File: src/lrupr_pkg.sv
// Package for the LRU page replacement unit: sizes, widths and the cell control struct.
// No dependencies. Used by lrupr_cell and lru_page_replacement_unit.
package lrupr_pkg;

  // Frame row size and page field width
  localparam int MAX_FRAMES = 8;
  localparam int PAGE_WIDTH = 16;

  // Resident count must hold 0..MAX_FRAMES
  localparam int CNT_W   = $clog2(MAX_FRAMES + 1);
  // Fixed port widths
  localparam int FRM_W   = 4;
  localparam int OCC_W   = 4;
  localparam int FAULT_W = 32;

  localparam logic [FRM_W-1:0] FRAMES_RST = FRM_W'(4);

  // Control that the top level hands to each cell in a cycle
  typedef struct packed {
    logic step;   // an item is accepted in this cycle
    logic live;   // cell position is below the resident count
    logic load;   // cell takes the referenced page
    logic evict;  // whole row shifts toward the LRU end
  } cell_ctrl_t;

endpackage

File: src/lru_page_replacement_unit.sv
// LRU page replacement unit, fully associative: top level with the cell row and output register.
// Depends on lrupr_pkg and lrupr_cell.
//
// Usage:
//   Input channel: in_valid_i / in_stall_o with page_number_i. An item is taken at a
//   rising edge where in_valid_i is high and in_stall_o is low.
//   Output channel: out_valid_o / out_stall_i with hit_o, victim_valid_o, victim_page_o,
//   fault_total_o and occupancy_o; one result item for every input item, in order.
//   The result is registered at the edge that takes the item.
//   Throughput is one item per cycle while the receiver does not stall; the row of frame cells
//   compares every resident page in parallel and shifts the recency order in the same cycle.
//   While the receiver stalls, the result holds and in_stall_o is raised, so at most
//   one result waits; a new item is taken in the cycle the waiting result leaves.
//   Reset empties the frame row, clears the fault count and sets the frame count to 4.
//   cfg_we_i/cfg_data_i write the frame count; the write only lands while no page is
//   resident. A frame count of 0 acts as 1, above the row size as the row size.
module lru_page_replacement_unit (
  input  logic                              clk_i,
  input  logic                              rst_ni,
  input  logic                              cfg_we_i,
  input  logic [lrupr_pkg::FRM_W-1:0]       cfg_data_i,
  input  logic                              in_valid_i,
  output logic                              in_stall_o,
  input  logic [lrupr_pkg::PAGE_WIDTH-1:0]  page_number_i,
  output logic                              out_valid_o,
  input  logic                              out_stall_i,
  output logic                              hit_o,
  output logic                              victim_valid_o,
  output logic [lrupr_pkg::PAGE_WIDTH-1:0]  victim_page_o,
  output logic [lrupr_pkg::FAULT_W-1:0]     fault_total_o,
  output logic [lrupr_pkg::OCC_W-1:0]       occupancy_o
);

  localparam int N = lrupr_pkg::MAX_FRAMES;

  logic [lrupr_pkg::FRM_W-1:0]      frames_q;
  logic [lrupr_pkg::CNT_W-1:0]      count_q, count_d;
  logic [lrupr_pkg::FAULT_W-1:0]    fault_q, fault_d;
  logic [lrupr_pkg::CNT_W-1:0]      eff_frames;
  logic [lrupr_pkg::CNT_W-1:0]      load_pos;
  logic                             accept;
  logic                             hit;
  logic                             evict;

  logic                             out_valid_q;
  logic                             hit_q;
  logic                             victim_valid_q;
  logic [lrupr_pkg::PAGE_WIDTH-1:0] victim_page_q;

  lrupr_pkg::cell_ctrl_t            ctrl [N];
  logic [lrupr_pkg::PAGE_WIDTH-1:0] cell_page [N+1];
  logic                             seen [N+1];

  // Handshake: take an item unless a result is waiting on a stalled receiver
  assign in_stall_o = out_valid_q && out_stall_i;
  assign accept     = in_valid_i && !in_stall_o;

  // Clamp the configured frame count to 1..MAX_FRAMES
  always_comb begin
    if (frames_q == '0) begin
      eff_frames = lrupr_pkg::CNT_W'(1);
    end else if (32'(frames_q) > N) begin
      eff_frames = lrupr_pkg::CNT_W'(N);
    end else begin
      eff_frames = lrupr_pkg::CNT_W'(frames_q);
    end
  end

  // Frame count register: writable only while the row is empty
  always_ff @(posedge clk_i or negedge rst_ni) begin
    if (!rst_ni) begin
      frames_q <= lrupr_pkg::FRAMES_RST;
    end else if (cfg_we_i && (count_q == '0)) begin
      frames_q <= cfg_data_i;
    end
  end

  // Row of frame cells, position 0 is least recently used
  assign seen[0]      = 1'b0;
  assign cell_page[N] = page_number_i;

  for (genvar i = 0; i < N; i++) begin : g_cell
    assign ctrl[i].step  = accept;
    assign ctrl[i].live  = lrupr_pkg::CNT_W'(i) < count_q;
    assign ctrl[i].load  = lrupr_pkg::CNT_W'(i) == load_pos;
    assign ctrl[i].evict = evict;

    lrupr_cell u_cell (
      .clk_i      (clk_i),
      .ctrl_i     (ctrl[i]),
      .page_i     (page_number_i),
      .nbr_page_i (cell_page[i+1]),
      .seen_i     (seen[i]),
      .seen_o     (seen[i+1]),
      .page_o     (cell_page[i])
    );
  end

  // Decide hit, eviction, new MRU position and counters
  assign hit   = seen[N];
  assign evict = !hit && (count_q >= eff_frames);

  always_comb begin
    if (hit || evict) begin
      load_pos = count_q - lrupr_pkg::CNT_W'(1);
      count_d  = count_q;
    end else begin
      load_pos = count_q;
      count_d  = count_q + lrupr_pkg::CNT_W'(1);
    end
    fault_d = fault_q;
    if (!hit && (fault_q != '1)) begin
      fault_d = fault_q + lrupr_pkg::FAULT_W'(1);
    end
  end

  // Advance the state counters on each accepted item
  always_ff @(posedge clk_i or negedge rst_ni) begin
    if (!rst_ni) begin
      count_q <= '0;
      fault_q <= '0;
    end else if (accept) begin
      count_q <= count_d;
      fault_q <= fault_d;
    end
  end

  // Output register: valid flag
  always_ff @(posedge clk_i or negedge rst_ni) begin
    if (!rst_ni) begin
      out_valid_q <= 1'b0;
    end else if (accept) begin
      out_valid_q <= 1'b1;
    end else if (!out_stall_i) begin
      out_valid_q <= 1'b0;
    end
  end

  // Output register: result payload
  always_ff @(posedge clk_i) begin
    if (accept) begin
      hit_q          <= hit;
      victim_valid_q <= evict;
      victim_page_q  <= evict ? cell_page[0] : '0;
    end
  end

  assign out_valid_o    = out_valid_q;
  assign hit_o          = hit_q;
  assign victim_valid_o = victim_valid_q;
  assign victim_page_o  = victim_page_q;
  assign fault_total_o  = fault_q;
  assign occupancy_o    = lrupr_pkg::OCC_W'(count_q);

  // Resident count never exceeds the row
  assert property (@(posedge clk_i) disable iff (!rst_ni) 32'(count_q) <= N)
    else $error("resident count beyond frame row");

  // A hit never evicts
  assert property (@(posedge clk_i) disable iff (!rst_ni)
    out_valid_o && hit_o |-> !victim_valid_o)
    else $error("eviction reported on a hit");

  // Resident count never drops
  assert property (@(posedge clk_i) disable iff (!rst_ni)
    accept |=> count_q >= $past(count_q))
    else $error("resident count decreased");

  // An eviction happens only with the row filled to the frame limit
  assert property (@(posedge clk_i) disable iff (!rst_ni)
    accept && evict |=> count_q == $past(eff_frames))
    else $error("eviction with free frames");

endmodule

File: src/lrupr_cell.sv
// One frame cell of the LRU recency row: holds one page, compares it with the reference.
// Depends on lrupr_pkg. Takes its upper neighbor's page when the row shifts.
module lrupr_cell (
  input  logic                             clk_i,
  input  lrupr_pkg::cell_ctrl_t            ctrl_i,
  input  logic [lrupr_pkg::PAGE_WIDTH-1:0] page_i,
  input  logic [lrupr_pkg::PAGE_WIDTH-1:0] nbr_page_i,
  input  logic                             seen_i,
  output logic                             seen_o,
  output logic [lrupr_pkg::PAGE_WIDTH-1:0] page_o
);

  logic [lrupr_pkg::PAGE_WIDTH-1:0] page_q, page_d;
  logic                             match;
  logic                             shift;

  // Compare and extend the hit chain toward the MRU end
  assign match  = ctrl_i.live && (page_q == page_i);
  assign seen_o = seen_i | match;
  // Shift from the hit position upward, or the whole row on an eviction
  assign shift  = ctrl_i.evict | seen_o;

  // Load the new page, shift in from the neighbor, or hold
  always_comb begin
    page_d = page_q;
    if (ctrl_i.step) begin
      if (ctrl_i.load) begin
        page_d = page_i;
      end else if (shift) begin
        page_d = nbr_page_i;
      end
    end
  end

  always_ff @(posedge clk_i) begin
    page_q <= page_d;
  end

  assign page_o = page_q;

endmodule

File: config.mk
export PLATFORM = sky130hd
export DESIGN_NAME = lru_page_replacement_unit
export DESIGN_NICKNAME = d
export VERILOG_FILES = /design/src/lrupr_pkg.sv /design/src/lru_page_replacement_unit.sv /design/src/lrupr_cell.sv
export SDC_FILE = /design/constraint.sdc
export NUM_CORES = 1
export LEC_CHECK = 0
export ABC_AREA = 1
export BUFFER_PORTS_ARGS = -buffer_cell sky130_fd_sc_hd__buf_4
export CORE_MARGIN = 2
export CORE_UTILIZATION = 37
export CTS_CLUSTER_DIAMETER = 30
export DETAILED_ROUTE_END_ITERATION = 16
export SYNTH_ARGS = -nofsm -noshare
export SYNTH_HDL_FRONTEND = slang
export SYNTH_SLANG_ARGS = --single-unit
File: constraint.sdc
create_clock -name clk_i -period 3.45 [get_ports clk_i]
set_clock_uncertainty 0.2 [all_clocks]
set_input_delay 0.5175 -clock clk_i [delete_from_list [all_inputs] [get_ports clk_i]]
set_output_delay 0.5175 -clock clk_i [all_outputs]
set_load 0.02 [all_outputs]
==> flow_summary.yaml <==
run_status:
  outcome: "finished clean"
critical_path:
  cp_data_arrival_time_ns: 3.20
  crit_type: "reg2reg"
  crit_path_max_fanout: 16
  crit_required_ns: 3.41
  cp-end-kind: "flop"
  startpoint_type: "flop"
clock_tree:
  cts_tree: "yes"
  clk_latency_ns: 0.44
  clock-sinks: 187
  clockRootBuffer: "clkbuf_16"
  numCtsBuffers: 17
  cts.clk_slew.worst_paths_ns: 0.07
  h-tree-depth: 4
  clk_path_buf_depth: 2
die:
  dieArea_um2: 30780
  die_w_um: 175.5
  coreArea_um2: 28860
  rows: 62
  io_pins: 81
  die_h_um: 175.5
  start_util: 0.3769
placed_design:
  routabilityCongestion: 0.8539
  dp_hpwl_mm: 19.57
  numPortBuffers: 80
  dp_cells: 1764
logic_synthesis:
  yosys_register_bits: 187
  synth.distinct_cells: 37
  synth_mux_area_frac: 0.003106
  yosys.area_share.simple: 0.3151
  syn_area_um2: 10880
  synth-edff-count: 146
  synth_area_per_cell_um2: 8.585
  yosysWarnings: 0
  synth_nets: 1301
  synth_cells: 1267
  ys.flop_type: "edfxtp_1"
  yosys.area_share.xor_xnor: 0.08536
  postSynth.asyncResetShare: 0.2193
  synth_compound_area_frac: 0.01323
  synth-adder-area-share: 0.01035
  synth-seq-area-share: 0.4975
  synth_top_family_by_area: "simple AND/OR/NAND/NOR gates"
timing:
  max_freq_ghz: 0.3082
  finalHoldViolations: 0
  relSlewSlack: 0.6460
  finalSetupViolations: 0
  tns_ns: 0
  rsz0062_at_grt: "no"
  min_period_ns: 3.245
  tightest_slew_ns: 0.5310
  final.period_utilization: 0.9405
  report.final.slew_viol_count: 0
routing:
  firstDrtPassIters: 5
  avgRoutedWirePerCell_um: 14.34
  wirelength_mm: 25.80
  ant_nets: 0
  vias: 8588
  drt_iter0_markers: 616
  viasPerCell: 4.774
  drc: 0
global_route:
  grt_overflow_total: 0
  grt_pass1_wl_mm: 42.40
  grt_pass1_vias: 8302
  track_usage: 0.1739
  antenna_found_initial: 0
  grt_max_degree: 49
finish:
  drive_gt1_frac: 0.1887
  multi_input_area_um2: 4730
  layout_commonest_cell: "nand2_1"
  nets: 1436
  fillers: 2792
  antenna_cells: 0
  final_cell_mix: "435 x nand2_1, 160 x buf_4, 146 x edfxtp_1"
  area_growth_pct: 20.40
  final_cells: 1799
  regArea_um2: 5411
flow_run:
  maxCapViolCount: 0
hold_path:
  hold_class: "in2reg"
[synth_stat cells, types with 6 or more instances]
| cell | instances | share of area |
|---|---|---|
| xnor2_1 | 51 | 0.041 |
| nand2_2 | 11 | 0.0063 |
| buf_4 | 21 | 0.014 |
| or2_2 | 11 | 0.0063 |
| edfxtp_1 | 146 | 0.40 |
| xor2_1 | 55 | 0.044 |
| buf_6 | 14 | 0.014 |
| dfrtp_1 | 40 | 0.092 |
| inv_1 | 91 | 0.031 |
| buf_2 | 25 | 0.012 |
| nand3_1 | 142 | 0.065 |
| a21oi_1 | 6 | 0.0028 |
| o21ai_0 | 7 | 0.0032 |
| nand2_1 | 435 | 0.15 |
| a21oi_2 | 6 | 0.0048 |
| nand4_1 | 24 | 0.014 |
| nor3_1 | 32 | 0.015 |
| nor2_1 | 100 | 0.035 |
| inv_2 | 8 | 0.0028 |
| ha_1 | 9 | 0.010 |
[what timing repair did]
action	in CTS	in global routing
hold buffers	1	0
setup buffers	0	2
gates resized for setup	0	3
setup endpoints to repair	0	44
hold endpoints to repair	40	0
[registers in the layout (all words and copies together) (netlist names)]
signal,cells
g_cell.u_cell.page_o,128
fault_total_o,32
victim_page_o,16
frames_q,4
occupancy_o,4
hit_o,1
out_valid_o,1
victim_valid_o,1
[kinds of logic after synthesis]
family | Yosys count
buf+inv | 161
simple gates | 778
mux | 3
fa+ha+maj | 9
xor+xnor | 106
flops | 187
compound gates | 23
[layer usage]
metal,vias to the layer above,part of all wire,track usage
li1,4372,-,-
met1,4035,0.45,0.2264
met2,154,0.50,0.2990
met3,27,0.035,0.02706
met4,0,0.015,0.05165
met5,-,0,0
[final cells by class]
class	count	area share
Clock buffer	17	0.03249
Clock inverter	15	0.01204
Inverter	101	0.02895
Multi-Input combinational cell	919	0.3612
Sequential cell	187	0.4132
Tap cell	384	0.03669
Timing Repair Buffer	176	0.1154
[path summary, 6_finish.rpt]
check / end / depth (start not counted) / start / slack [ns]
max: g_cell[0].u_cell.page_o[3]$_DFFE_PP_ / 18 / occupancy_o[0]$_DFFE_PN0P_ / 0.21
min: out_valid_o$_DFFE_PN0P_ / 3 / in_valid_i / 0.09
max reg2reg: g_cell[0].u_cell.page_o[3]$_DFFE_PP_ / 18 / occupancy_o[0]$_DFFE_PN0P_ / 0.21
min reg2reg: out_valid_o$_DFFE_PN0P_ / 2 / out_valid_o$_DFFE_PN0P_ / 0.29
max in group asynchronous: frames_q[2]$_DFFE_PN1P_ / 2 / rst_ni / 2.29
min in group asynchronous: out_valid_o$_DFFE_PN0P_ / 2 / rst_ni / 0.40
[per-stage QoR]
step / setup slack [ns] / hold slack (ns) / instance area, um2 / util
detailed placement: -0.06063 / 0.2786 / 12450 / 0.4314
CTS: 0.05278 / 0.07161 / 13040 / 0.4519
global placement: -0.004967 / 0.2749 / 12450 / 0.4314
global route: 0.04500 / 0.09413 / 13100 / 0.4538
floorplan: 0.05191 / 0.02191 / 10950 / -
finish: 0.2052 / 0.09142 / 13100 / 0.4538
[worst max-delay path: stages (launching register included)]
cell and delay [ns]:
dfrtp_1 0.42, inv_1 0.12, ha_1 0.18, nand2_1 0.13
nand3_1 0.11, nor2_1 0.07, nand3_2 0.08, nand2_2 0.07
nor2_4 0.12, nand4_4 0.10, nor2_4 0.19, nand3_4 0.14
nand2_1 0.10, nand2_2 0.12, buf_12 0.16, nor2_8 0.19
nand2_2 0.11, a21oi_4 0.16, buf_12 0.17
Power is left out: the tool's default activity adds up to more than one toggle a clock period on the data nets, which glitch-free logic cannot reach.
